`src/rtl/rdb_pkg.sv`:
```
package rdb_pkg;

   localparam int FRAME_LENGTH = 64;
   localparam int BINS = FRAME_LENGTH / 2;
   localparam int ADDR_W = $clog2(FRAME_LENGTH);
   localparam int BIN_W = $clog2(BINS);
   localparam int SAMPLE_W = 16;
   localparam int TW_W = 17;
   localparam int PROD_W = SAMPLE_W + TW_W;
   localparam int ACC_W = PROD_W + $clog2(FRAME_LENGTH);
   localparam int OUT_W = 22;
   localparam int BIN_OUT_W = 5;

   localparam logic [63:0] Q62_ONE = 64'd1 << 62;
   localparam logic [63:0] PI_OVER_4_Q62 = 64'h3243F6A8885A308D;
   localparam logic [63:0] PI4_STEP = PI_OVER_4_Q62 / FRAME_LENGTH;
   localparam logic [63:0] PI4_REM = PI_OVER_4_Q62 % FRAME_LENGTH;
   localparam logic [63:0] Q15_HALF = 64'd1 << 46;

   typedef enum logic {
      ST_FILL,
      ST_COMPUTE
   } rdb_state_type;

   typedef struct packed {
      logic              wr_en;
      logic [ADDR_W-1:0] wr_addr;
      logic              rd_en;
      logic [ADDR_W-1:0] rd_addr;
      logic [ADDR_W-1:0] tw_index;
      logic [BIN_W-1:0]  bin;
      logic              first;
      logic              last;
      logic              final_bin;
   } rdb_cmd_type;

   function automatic logic [63:0] mul_q62(input logic [63:0] x, input logic [63:0] y);
      logic [127:0] p;
      p = {64'd0, x} * {64'd0, y};
      return p[125:62];
   endfunction

   // cos and negated sin of 2*pi*m/N in signed q2.15
   function automatic logic [2*TW_W-1:0] twiddle_pair(input int m);
      logic [63:0] a;
      logic [63:0] oct;
      logic [63:0] r;
      logic [63:0] t;
      logic [63:0] t2;
      logic [63:0] cv;
      logic [63:0] sv;
      logic [TW_W-1:0] c;
      logic [TW_W-1:0] s;
      logic [TW_W-1:0] cq;
      logic [TW_W-1:0] sq;
      a = 64'(8 * (m % FRAME_LENGTH));
      oct = a / FRAME_LENGTH;
      r = a % FRAME_LENGTH;
      if (oct[0]) begin
         r = 64'(FRAME_LENGTH) - r;
      end
      t = PI4_STEP * r + (PI4_REM * r) / FRAME_LENGTH;
      t2 = mul_q62(t, t);
      // taylor series, innermost term first
      cv = Q62_ONE;
      cv = Q62_ONE - mul_q62(t2, cv) / 64'd380;
      cv = Q62_ONE - mul_q62(t2, cv) / 64'd306;
      cv = Q62_ONE - mul_q62(t2, cv) / 64'd240;
      cv = Q62_ONE - mul_q62(t2, cv) / 64'd182;
      cv = Q62_ONE - mul_q62(t2, cv) / 64'd132;
      cv = Q62_ONE - mul_q62(t2, cv) / 64'd90;
      cv = Q62_ONE - mul_q62(t2, cv) / 64'd56;
      cv = Q62_ONE - mul_q62(t2, cv) / 64'd30;
      cv = Q62_ONE - mul_q62(t2, cv) / 64'd12;
      cv = Q62_ONE - mul_q62(t2, cv) / 64'd2;
      sv = Q62_ONE;
      sv = Q62_ONE - mul_q62(t2, sv) / 64'd420;
      sv = Q62_ONE - mul_q62(t2, sv) / 64'd342;
      sv = Q62_ONE - mul_q62(t2, sv) / 64'd272;
      sv = Q62_ONE - mul_q62(t2, sv) / 64'd210;
      sv = Q62_ONE - mul_q62(t2, sv) / 64'd156;
      sv = Q62_ONE - mul_q62(t2, sv) / 64'd110;
      sv = Q62_ONE - mul_q62(t2, sv) / 64'd72;
      sv = Q62_ONE - mul_q62(t2, sv) / 64'd42;
      sv = Q62_ONE - mul_q62(t2, sv) / 64'd20;
      sv = Q62_ONE - mul_q62(t2, sv) / 64'd6;
      sv = mul_q62(t, sv);
      c = TW_W'((cv + Q15_HALF) >> 47);
      s = TW_W'((sv + Q15_HALF) >> 47);
      case (oct[2:0])
         3'd0: begin cq = c;  sq = s;  end
         3'd1: begin cq = s;  sq = c;  end
         3'd2: begin cq = -s; sq = c;  end
         3'd3: begin cq = -c; sq = s;  end
         3'd4: begin cq = -c; sq = -s; end
         3'd5: begin cq = -s; sq = -c; end
         3'd6: begin cq = s;  sq = -c; end
         default: begin cq = c; sq = -s; end
      endcase
      return {cq, TW_W'(-sq)};
   endfunction

   function automatic logic [FRAME_LENGTH-1:0][TW_W-1:0] build_cos_table();
      logic [FRAME_LENGTH-1:0][TW_W-1:0] tab;
      logic [2*TW_W-1:0] pair;
      for (int i = 0; i < FRAME_LENGTH; i++) begin
         pair = twiddle_pair(i);
         tab[i] = pair[2*TW_W-1:TW_W];
      end
      return tab;
   endfunction

   function automatic logic [FRAME_LENGTH-1:0][TW_W-1:0] build_nsin_table();
      logic [FRAME_LENGTH-1:0][TW_W-1:0] tab;
      logic [2*TW_W-1:0] pair;
      for (int i = 0; i < FRAME_LENGTH; i++) begin
         pair = twiddle_pair(i);
         tab[i] = pair[TW_W-1:0];
      end
      return tab;
   endfunction

   localparam logic [FRAME_LENGTH-1:0][TW_W-1:0] COS_TABLE = build_cos_table();
   localparam logic [FRAME_LENGTH-1:0][TW_W-1:0] NSIN_TABLE = build_nsin_table();

endpackage

```
`src/rtl/rdb_ctrl.sv`:
```
module rdb_ctrl (
   input  logic                 clock,
   input  logic                 reset,
   input  logic                 start,
   output logic                 busy,
   output rdb_pkg::rdb_cmd_type cmd
);

   localparam logic [rdb_pkg::ADDR_W-1:0] LAST_ADDR = rdb_pkg::ADDR_W'(rdb_pkg::FRAME_LENGTH - 1);
   localparam logic [rdb_pkg::BIN_W-1:0] LAST_BIN = rdb_pkg::BIN_W'(rdb_pkg::BINS - 1);
   localparam logic [rdb_pkg::ADDR_W:0] FRAME_LEN = (rdb_pkg::ADDR_W + 1)'(rdb_pkg::FRAME_LENGTH);

   rdb_pkg::rdb_state_type state_ff, state_in;
   logic [rdb_pkg::ADDR_W-1:0] fill_ff, fill_in;
   logic [rdb_pkg::ADDR_W-1:0] pos_ff, pos_in;
   logic [rdb_pkg::ADDR_W-1:0] tw_ff, tw_in;
   logic [rdb_pkg::BIN_W-1:0]  bin_ff, bin_in;
   logic [rdb_pkg::ADDR_W:0]   tw_sum;
   logic                       accept;
   logic                       pos_last;
   logic                       bin_last;

   assign accept   = (state_ff == rdb_pkg::ST_FILL) && start;
   assign pos_last = (pos_ff == LAST_ADDR);
   assign bin_last = (bin_ff == LAST_BIN);

   always_comb begin
      state_in = state_ff;
      case (state_ff)
         rdb_pkg::ST_FILL: begin
            if (accept && (fill_ff == LAST_ADDR)) begin
               state_in = rdb_pkg::ST_COMPUTE;
            end
         end
         rdb_pkg::ST_COMPUTE: begin
            if (pos_last && bin_last) begin
               state_in = rdb_pkg::ST_FILL;
            end
         end
         default: state_in = rdb_pkg::ST_FILL;
      endcase
   end

   // twiddle index follows (k*i) mod N by repeated addition of k
   always_comb begin
      fill_in = fill_ff;
      pos_in  = pos_ff;
      tw_in   = tw_ff;
      bin_in  = bin_ff;
      tw_sum  = {1'b0, tw_ff} + (rdb_pkg::ADDR_W + 1)'(bin_ff);
      if (accept) begin
         fill_in = (fill_ff == LAST_ADDR) ? '0 : fill_ff + 1'b1;
      end
      if (state_ff == rdb_pkg::ST_COMPUTE) begin
         if (pos_last) begin
            pos_in = '0;
            tw_in  = '0;
            bin_in = bin_last ? '0 : bin_ff + 1'b1;
         end else begin
            pos_in = pos_ff + 1'b1;
            tw_in  = (tw_sum >= FRAME_LEN) ? rdb_pkg::ADDR_W'(tw_sum - FRAME_LEN)
                                           : rdb_pkg::ADDR_W'(tw_sum);
         end
      end
   end

   always_comb begin
      busy          = (state_ff == rdb_pkg::ST_COMPUTE);
      cmd.wr_en     = accept;
      cmd.wr_addr   = fill_ff;
      cmd.rd_en     = (state_ff == rdb_pkg::ST_COMPUTE);
      cmd.rd_addr   = pos_ff;
      cmd.tw_index  = tw_ff;
      cmd.bin       = bin_ff;
      cmd.first     = (pos_ff == '0);
      cmd.last      = pos_last;
      cmd.final_bin = bin_last;
   end

   always_ff @(posedge clock) begin
      if (reset) begin
         state_ff <= rdb_pkg::ST_FILL;
         fill_ff  <= '0;
         pos_ff   <= '0;
         tw_ff    <= '0;
         bin_ff   <= '0;
      end else begin
         state_ff <= state_in;
         fill_ff  <= fill_in;
         pos_ff   <= pos_in;
         tw_ff    <= tw_in;
         bin_ff   <= bin_in;
      end
   end

endmodule

```
`src/rtl/rdb_datapath.sv`:
```
module rdb_datapath (
   input  logic                                   clock,
   input  logic                                   reset,
   input  rdb_pkg::rdb_cmd_type                   cmd,
   input  logic signed [rdb_pkg::SAMPLE_W-1:0]    req_sample,
   output logic                                   rsp_strobe,
   output logic [rdb_pkg::BIN_OUT_W-1:0]          rsp_bin_index,
   output logic signed [rdb_pkg::OUT_W-1:0]       rsp_real_part,
   output logic signed [rdb_pkg::OUT_W-1:0]       rsp_imag_part,
   output logic                                   rsp_last_bin
);

   localparam int SH_W = rdb_pkg::ACC_W - 14;
   localparam logic signed [SH_W-1:0] SAT_HI = SH_W'(2097151);
   localparam logic signed [SH_W-1:0] SAT_LO = -SH_W'(2097152);
   localparam logic signed [rdb_pkg::ACC_W:0] ROUND_HALF = (rdb_pkg::ACC_W + 1)'(16384);

   typedef struct packed {
      logic                      first;
      logic                      last;
      logic                      final_bin;
      logic [rdb_pkg::BIN_W-1:0] bin;
   } tag_type;

   function automatic logic signed [rdb_pkg::OUT_W-1:0] finish_sum(
      input logic signed [rdb_pkg::ACC_W-1:0] acc
   );
      logic signed [rdb_pkg::ACC_W:0] rnd;
      logic signed [SH_W-1:0]         sh;
      rnd = (rdb_pkg::ACC_W + 1)'(acc) + ROUND_HALF;
      sh  = rnd[rdb_pkg::ACC_W:15];
      if (sh > SAT_HI) begin
         return rdb_pkg::OUT_W'(SAT_HI);
      end else if (sh < SAT_LO) begin
         return rdb_pkg::OUT_W'(SAT_LO);
      end
      return rdb_pkg::OUT_W'(sh);
   endfunction

   logic signed [rdb_pkg::SAMPLE_W-1:0] frame_mem [rdb_pkg::FRAME_LENGTH];

   logic signed [rdb_pkg::SAMPLE_W-1:0] sample_ff;
   logic signed [rdb_pkg::TW_W-1:0]     cos_ff;
   logic signed [rdb_pkg::TW_W-1:0]     nsin_ff;
   logic signed [rdb_pkg::PROD_W-1:0]   prod_re_ff;
   logic signed [rdb_pkg::PROD_W-1:0]   prod_im_ff;
   logic signed [rdb_pkg::ACC_W-1:0]    acc_re_ff, acc_re_in;
   logic signed [rdb_pkg::ACC_W-1:0]    acc_im_ff, acc_im_in;
   logic                                v1_ff, v2_ff, v3_ff;
   tag_type                             tag1_ff, tag2_ff, tag3_ff;
   logic                                strobe_ff;
   logic [rdb_pkg::BIN_OUT_W-1:0]       bin_out_ff;
   logic signed [rdb_pkg::OUT_W-1:0]    real_ff;
   logic signed [rdb_pkg::OUT_W-1:0]    imag_ff;
   logic                                last_out_ff;

   always_ff @(posedge clock) begin
      if (cmd.wr_en) begin
         frame_mem[cmd.wr_addr] <= req_sample;
      end
      if (cmd.rd_en) begin
         sample_ff <= frame_mem[cmd.rd_addr];
      end
   end

   always_comb begin
      acc_re_in = tag2_ff.first ? rdb_pkg::ACC_W'(prod_re_ff)
                                : acc_re_ff + rdb_pkg::ACC_W'(prod_re_ff);
      acc_im_in = tag2_ff.first ? rdb_pkg::ACC_W'(prod_im_ff)
                                : acc_im_ff + rdb_pkg::ACC_W'(prod_im_ff);
   end

   always_ff @(posedge clock) begin
      cos_ff     <= signed'(rdb_pkg::COS_TABLE[cmd.tw_index]);
      nsin_ff    <= signed'(rdb_pkg::NSIN_TABLE[cmd.tw_index]);
      tag1_ff    <= '{first: cmd.first, last: cmd.last, final_bin: cmd.final_bin,
                      bin: cmd.bin};
      prod_re_ff <= rdb_pkg::PROD_W'(sample_ff) * rdb_pkg::PROD_W'(cos_ff);
      prod_im_ff <= rdb_pkg::PROD_W'(sample_ff) * rdb_pkg::PROD_W'(nsin_ff);
      tag2_ff    <= tag1_ff;
      if (v2_ff) begin
         acc_re_ff <= acc_re_in;
         acc_im_ff <= acc_im_in;
      end
      tag3_ff    <= tag2_ff;
      if (v3_ff && tag3_ff.last) begin
         bin_out_ff  <= rdb_pkg::BIN_OUT_W'(tag3_ff.bin);
         real_ff     <= finish_sum(acc_re_ff);
         imag_ff     <= finish_sum(acc_im_ff);
         last_out_ff <= tag3_ff.final_bin;
      end
   end

   always_ff @(posedge clock) begin
      if (reset) begin
         v1_ff     <= 1'b0;
         v2_ff     <= 1'b0;
         v3_ff     <= 1'b0;
         strobe_ff <= 1'b0;
      end else begin
         v1_ff     <= cmd.rd_en;
         v2_ff     <= v1_ff;
         v3_ff     <= v2_ff;
         strobe_ff <= v3_ff && tag3_ff.last;
      end
   end

   assign rsp_strobe    = strobe_ff;
   assign rsp_bin_index = bin_out_ff;
   assign rsp_real_part = real_ff;
   assign rsp_imag_part = imag_ff;
   assign rsp_last_bin  = last_out_ff;

endmodule

```
`src/rtl/real_dft_block.sv`:
```
// bins leave in order of k, after the word that completes the frame
// each bin takes one pass through the single real and imaginary mac pair
// busy holds while the bins of a frame are computed
// the receiver cannot stall; each result word is valid for one cycle on rsp_strobe
// synchronous reset clears the fill count, the sequencer and the pipeline valids
module real_dft_block (
   input  logic                                clock,
   input  logic                                reset,
   input  logic                                start,
   output logic                                busy,
   input  logic signed [rdb_pkg::SAMPLE_W-1:0] req_sample,
   output logic                                rsp_strobe,
   output logic [rdb_pkg::BIN_OUT_W-1:0]       rsp_bin_index,
   output logic signed [rdb_pkg::OUT_W-1:0]    rsp_real_part,
   output logic signed [rdb_pkg::OUT_W-1:0]    rsp_imag_part,
   output logic                                rsp_last_bin
);

   rdb_pkg::rdb_cmd_type cmd;

   rdb_ctrl u_ctrl (
      .clock (clock),
      .reset (reset),
      .start (start),
      .busy  (busy),
      .cmd   (cmd)
   );

   rdb_datapath u_datapath (
      .clock         (clock),
      .reset         (reset),
      .cmd           (cmd),
      .req_sample    (req_sample),
      .rsp_strobe    (rsp_strobe),
      .rsp_bin_index (rsp_bin_index),
      .rsp_real_part (rsp_real_part),
      .rsp_imag_part (rsp_imag_part),
      .rsp_last_bin  (rsp_last_bin)
   );

`ifndef NO_ASSERTIONS
   a_strobe_spacing: assert property (@(posedge clock) disable iff (reset)
      rsp_strobe |=> !rsp_strobe)
      else $error("result words closer than one bin apart");

   a_busy_cause: assert property (@(posedge clock) disable iff (reset)
      $rose(busy) |-> $past(start))
      else $error("busy rose without a sample word");

   a_last_idle: assert property (@(posedge clock) disable iff (reset)
      (rsp_strobe && rsp_last_bin) |-> !busy)
      else $error("last bin word while still computing");

   a_last_index: assert property (@(posedge clock) disable iff (reset)
      (rsp_strobe && rsp_last_bin) |-> (rsp_bin_index == rdb_pkg::BIN_OUT_W'(rdb_pkg::BINS - 1)))
      else $error("last bin flag on wrong bin");
`endif

endmodule

```
`config.mk`:
```
export PLATFORM = sky130hd
export DESIGN_NAME = real_dft_block
export DESIGN_NICKNAME = d
export VERILOG_FILES = /design/src/rtl/rdb_pkg.sv /design/src/rtl/rdb_ctrl.sv /design/src/rtl/rdb_datapath.sv /design/src/rtl/real_dft_block.sv
export SDC_FILE = /design/constraint.sdc
export NUM_CORES = 2
export LEC_CHECK = 0
export BUFFER_PORTS_ARGS = -buffer_cell sky130_fd_sc_hd__buf_2
export CORE_MARGIN = 2
export CORE_UTILIZATION = 53
export CTS_CLUSTER_DIAMETER = 60
export DETAILED_ROUTE_END_ITERATION = 10
export GPL_TIMING_DRIVEN = 0
export PLACE_DENSITY = 0.71
export SYNTH_ARGS = -nofsm -noshare
export SYNTH_HDL_FRONTEND = slang
export SYNTH_SLANG_ARGS = --single-unit
export TNS_END_PERCENT = 50
```
`constraint.sdc`:
```
create_clock -name clock -period 6.6 [get_ports clock]
set_input_delay 0.66 -clock clock [delete_from_list [all_inputs] [get_ports clock]]
set_output_delay 0.66 -clock clock [all_outputs]
set_load 0.1 [all_outputs]
```
# Word-level counts from Yosys, hierarchy flattened

Memories as Yosys holds them, arrays and structs flattened. A register that Yosys moved wholly into a read port is not among the register bits.
Cells that the tools add are included.

Add/sub/neg operators: 9
Multipliers: 2
Equality and inequality tests: 3
Reductions and logical operators: 6
Bitwise gates (word level): 1
$lt $le $gt $ge: 5
Mux-type cells: 24

Operators with widths:

| operator               | count |
|---|---|
| $mux 22                | 6 |
| $add 39x16->40 const B | 2 |
| $add 39x33->39         | 2 |
| $mux 39                | 2 |
| $mul 16x17->33         | 2 |
| $gt 25x22->1 const B   | 2 |
| $lt 25x22->1 const B   | 2 |
| $mux 6                 | 4 |
| $add 6x1->6 const B    | 2 |
| $eq 6x6->1 const B     | 2 |
| $mux 1                 | 10 |
| $add 6x5->7            | 1 |
| $ge 7x7->1 const B     | 1 |
| $logic_not 6->1        | 1 |
| $sub 6x1->6 const B    | 1 |
| $add 5x1->5 const B    | 1 |
| $eq 5x5->1 const B     | 1 |
| $mux 5                 | 1 |
| $logic_and 1x1->1      | 4 |
| $pmux 1 s2             | 1 |
| $reduce_and 2->1       | 1 |
| $not 1->1              | 1 |

Memories kept: 3
Bits in read-only memories: 2,176
Memory bits (writable): 1,024
Output and inout bits: 52
Bits in registers: 245

Memory list:

| memory               | depth | width | rd ports | clocked after memory_dff | wr ports | line               | source |
|---|---|---|---|---|---|---|---|
| (name not given)     | 64    | 17    | 1        | 1                        | 0        | rdb_datapath.sv:74 | `cos_ff <= signed'(rdb_pkg::COS_TABLE[cmd.tw_index]);` |
| (name not given)     | 64    | 17    | 1        | 1                        | 0        | rdb_datapath.sv:75 | `nsin_ff <= signed'(rdb_pkg::NSIN_TABLE[cmd.tw_index]);` |
| u_datapath.frame_mem | 64    | 16    | 1        | 1                        | 1        | rdb_datapath.sv:40 | `logic signed [rdb_pkg::SAMPLE_W-1:0] frame_mem [rdb_pkg::FRAME_LENGTH];` |

# Depth between registers and ports, before layout

Depth in word-level cells: 6
Depth in mapped cells: 23
Mapped depth without buffers: 22

# By module

A second synthesis with hierarchy kept.

Cells, all modules: 5,509
Area, all modules: 75,541.2 µm²

By module, submodules not included:

| module       | cells each | times used | area each (µm²) |
|---|---|---|---|
| rdb_datapath | 5,362      | 1          | 74,251.2 |
| rdb_ctrl     | 147        | 1          | 1,290.0 |

# Least setup slack after synthesis

Ideal clock, no wire load.

Kind: register to register
From: register u_datapath.sample_ff[15] (netlist bit), read port of u_datapath.frame_mem
To: register u_datapath.prod_re_ff[31] (netlist bit)
Required time: 6.528 ns
Library setup time: 0.072 ns
Stages on the path, launching flop included: 22
Data arrival time: 6.163 ns
Clock period less this slack: 6.235 ns
Path slack: 0.365 ns
Cells stage by stage: edfxtp_1 > clkinv_1 > clkbuf_1 > nor2_1 > fa_1 > fa_1 > fa_1 > fa_1 > fa_1 > inv_1 > fa_1 > inv_1 > ha_1 > and3_1 > a221oi_1 > nand2_1 > o21a_1 > o211a_1 > a311o_2 > a31o_1 > a21oi_2 > xnor2_1

Word-level cells in the longest chain between the ends: 1

RTL lines:

| element                | line               | source |
|---|---|---|
| start: declaration     | rdb_datapath.sv:42 | `logic signed [rdb_pkg::SAMPLE_W-1:0] sample_ff;` |
| $mul 16x17->33         | rdb_datapath.sv:78 | `prod_re_ff <= rdb_pkg::PROD_W'(sample_ff) * rdb_pkg::PROD_W'(cos_ff);` |
| end signal: assignment | rdb_datapath.sv:78 |  |
| end: declaration       | rdb_datapath.sv:45 | `logic signed [rdb_pkg::PROD_W-1:0] prod_re_ff;` |

Every way passes these cells.
A chain may end at the register's enable or synchronous reset.

# Worst setup path in the final report

From: register u_datapath.nsin_ff[11] (netlist bit)
To: register u_datapath.prod_im_ff[30] (netlist bit)

Word-level cells in the longest chain between the ends: 1

RTL lines:

| element                | line               | source |
|---|---|---|
| start: declaration     | rdb_datapath.sv:44 | `logic signed [rdb_pkg::TW_W-1:0] nsin_ff;` |
| $mul 16x17->33         | rdb_datapath.sv:79 | `prod_im_ff <= rdb_pkg::PROD_W'(sample_ff) * rdb_pkg::PROD_W'(nsin_ff);` |
| end signal: assignment | rdb_datapath.sv:79 |  |
| end: declaration       | rdb_datapath.sv:46 | `logic signed [rdb_pkg::PROD_W-1:0] prod_im_ff;` |

Every way passes these cells.

==> results_dict.tcl <==
set metrics [dict create \
    ir_worst_vdd_mv 0.289 \
    hpwl_mm 144 \
    pin_count 71 \
    required_ps 7290 \
    synth_area_um2 75800 \
    rsz0062_at_grt "yes" \
    synth_warnings 0 \
    async_flop_share_pct 0 \
    switching_share_pct 21.3 \
    synthCells 5489 \
    critPathLaunchType "flop" \
    gp_congestion 0.992 \
    synth_top_area_cell "edfxtp_1" \
    fin_crit_ps 6440 \
    yosysUniqueCellTypes 82 \
    synth_area_per_cell_um2 13.8 \
    hold_depth 0 \
    ant_nets 0 \
    dieArea_um2 146000 \
    setup-tns-final_ps 0 \
    r2r_cells 21 \
    finalPower_mw 17.4 \
    cts-root-buf "clkbuf_16" \
    max_stage_delay_ps 540 \
    totalWireLength_mm 205 \
    synth-seq-cells 1319 \
    cts_buffer_depth 3 \
    multi_input_area_um2 34900 \
    status "complete, no violations" \
    register_area_um2 38100 \
    crit_buf_inv 4 \
    fmax_ghz 0.155 \
    synthSimpleGateAreaFrac_pct 8.14 \
    endpoint_kind "flop" \
    clk_pin_slew_worst_paths_ps 60 \
    post_dp_cell_area_um2 79500 \
    internal-power_mw 13.7 \
    clock_sinks 1319 \
    ys.flop_type "edfxtp_1" \
    die_w_um 382 \
    layout-drive-gt1-share_pct 17.9 \
    fin_skew_ps 48.1 \
    numCtsBuffers 144 \
    min_path_type "reg2reg" \
    synth_xor_area_share_pct 1.95 \
    crit_top_cell "fa_1" \
    initial_core_util_pct 53.5 \
    path_max_fanout 10 \
    hold_end "u_datapath.tag2_ff[4]$_DFF_P_" \
    worstSkewPairLatency_ps 780 \
    drv_slew 0 \
    port_buffers 69 \
    fin_area_um2 85900 \
    slowest_stage "or4b_4" \
    max_slew_margin_pct 8.71 \
    via_count 47300 \
    cts_tree "done" \
    fin_util_pct 60.6 \
    clockPowerShare_pct 46.7 \
    core_area_um2 142000 \
    synthAdderAreaFrac_pct 19.0 \
    grt_max_degree 65 \
    synth_edf_count 1168 \
    timing.rr.start "u_datapath.nsin_ff[11]$_DFF_P_" \
    fill_cells 10600 \
    setup_viol 0 \
    p_switching_mw 3.71 \
    cp_cell_sequence "buf_2 > nand2_1 > fa_1 > fa_1 > fa_1 > inv_1 > fa_2 > fa_1 > inv_1 > fa_1 > inv_1 > ha_1 > a21oi_2 > o21ai_1 > or3_1 > a21oi_2 > o221ai_2 > nand3_2 > a31oi_4 > or4b_4 > nand3_2" \
    tightest_slew_ps 1370 \
    synth_compound_area_share_pct 5.33 \
    rrSetupSlack_ps 160 \
    p_leak_nw 32.4 \
    arrival_ps 7120 \
    std_cell_rows 138 \
    fin_hold_ws_ps 310 \
    drc_errors 0 \
    grt_pass1_vias 48600 \
    hold_violations 0 \
    ys_seq_area_share_pct 50.3 \
    synth_top_area_share_pct 46.3 \
    wl_per_cell_um 26.1 \
    area.growth.synth_to_final_pct 13.4 \
    firstDrtPassIters 6 \
    first_iter_violations 4867 \
    critPathTopFamily "adder cells" \
    r2r_end "u_datapath.prod_im_ff[30]$_DFF_P_" \
    die_h_um 382 \
    antenna_found_initial 8 \
    timing.critical_path.from "u_datapath.nsin_ff[11]$_DFF_P_" \
    maxCapViolCount 0 \
    worstHoldStart "u_datapath.tag1_ff[4]$_DFF_P_" \
    fin_nets 6683 \
    grt_pass1_wl_mm 307 \
    grt_usage_pct 28.4 \
    path_class "reg2reg" \
    htreeDepth 4 \
    p_comb_share_pct 1.1 \
    p_seq_share_pct 52.2 \
    power_per_cell_area_nw_per_um2 203 \
    synth_area_leaders "edfxtp_1 46%, fa_1 15%, mux4_2 10%" \
    viasPerCell 6.02 \
    grt-ovfl-total 0 \
    syn-num-nets 6328 \
    synthMuxAreaShare_pct 10.8 \
    fin_crit_sh_pct 97.5 \
    synth_top_family_by_area "adder cells" \
]
## cells in the mapped netlist (19+ instances only)
| cell | count |
|---|---|
| o21ai_0 | 204 |
| clkbuf_1 | 209 |
| buf_1 | 20 |
| a21oi_1 | 166 |
| mux4_2 | 350 |
| a21o_1 | 55 |
| ha_1 | 265 |
| buf_2 | 19 |
| xnor2_1 | 106 |
| and3_1 | 26 |
| o31ai_1 | 22 |
| xor2_1 | 63 |
| nor2_1 | 215 |
| edfxtp_1 | 1168 |
| nand2b_1 | 46 |
| nand4_1 | 26 |
| inv_1 | 651 |
| nand2_1 | 450 |
| dfxtp_1 | 151 |
| nand3_1 | 67 |
| fa_1 | 555 |
| nor2b_1 | 35 |
| a31oi_1 | 28 |
| o21a_1 | 25 |
| and2_1 | 278 |
| nor3_1 | 38 |
## what timing repair did
action,4_1_cts,5_1_grt
hold buffers,0,0
gates resized for setup,157,193
setup endpoints to repair,30,14
cloned,1,2
pin swaps,9,67
setup buffers,46,39
## stage by stage
step                instances  setup slack [ps]
floorplan                5489               365
global placement         7448             -1290
detailed placement       7504             -1390
CTS                      7812              1.88
global route             7850             -23.1
finish                   7853               163
## logic make-up (layout without fill, tap and decap cells)
kind of cell    after synthesis  count (layout)
flops                      1319            1319
simple gates               1258            1258
buf+inv                     902            1373
fa+ha+maj                   820             820
compound gates              645             645
mux                         376             376
xor+xnor                    169             169
other cells                   0               3
## placed cells by master (no fill, tap or decap), types with 88 or more instances in the layout
cell	count
a21oi_1	163
and2_1	273
buf_2	94
buf_4	88
clkbuf_1	151
clkbuf_16	147
dfxtp_1	132
edfxtp_1	1168
fa_1	539
ha_1	248
inv_1	640
mux4_2	350
nand2_1	446
nor2_1	156
o21ai_0	200
xnor2_1	106
## metal layers
metal	wire length, um	share of wire, %	vias to the layer above	GRT usage [%]
met5	84	0.041	-	0
met4	11800	5.8	12	14.2
met3	17200	8.4	543	6.05
met2	98900	48	2362	46.5
met1	76800	38	24100	36.1
li1	-	-	20200	-
## state kept, by name (all words and copies together), names as in the netlist, 7 cells and up
signal	count
u_datapath.frame_mem	1024
u_datapath.acc_im_ff	39
u_datapath.acc_re_ff	39
u_datapath.prod_im_ff	33
u_datapath.prod_re_ff	33
u_datapath.rsp_imag_part	22
u_datapath.rsp_real_part	22
u_datapath.cos_ff	17
u_datapath.nsin_ff	17
u_datapath.sample_ff	16
u_datapath.tag1_ff	8
u_datapath.tag2_ff	8
u_datapath.tag3_ff	7
## worst max path at each step
stage                                         to  slack, ps  depth (start not counted)
2_1_floorplan  u_datapath.prod_re_ff[31]$_DFF_P_        370                         21
3_3_place_gp   u_datapath.prod_re_ff[32]$_DFF_P_      -1290                         20
3_5_place_dp   u_datapath.prod_re_ff[32]$_DFF_P_      -1390                         20
4_1_cts        u_datapath.prod_re_ff[32]$_DFF_P_          2                         22
5_1_grt        u_datapath.prod_re_ff[32]$_DFF_P_        -20                         22
6_report       u_datapath.prod_im_ff[30]$_DFF_P_        160                         21
## layout make-up
class	instances	area share [%]
repair buffers	212	2.22
inverters	654	2.86
flip-flops and latches	1319	44.4
clock inverters	96	1.25
clock buffers	166	4.34
diodes	3	0.00874
well taps	1890	2.75
plain buffers	245	1.59
multi-input cells	3268	40.6
## power by group through the flow
| stage | logic (mW) | registers (mW) | clock network [mW] |
|---|---|---|---|
| global placement | 0.172 | 9.26 | 0 |
| floorplan | 0.0474 | 9.26 | 0 |
| CTS | 0.193 | 9.09 | 8.24 |
| finish | 0.198 | 9.09 | 8.13 |
| global route | 0.209 | 9.09 | 8.55 |
| detailed placement | 0.192 | 9.27 | 0 |
No activity file was read; power rests on OpenSTA's default activity.
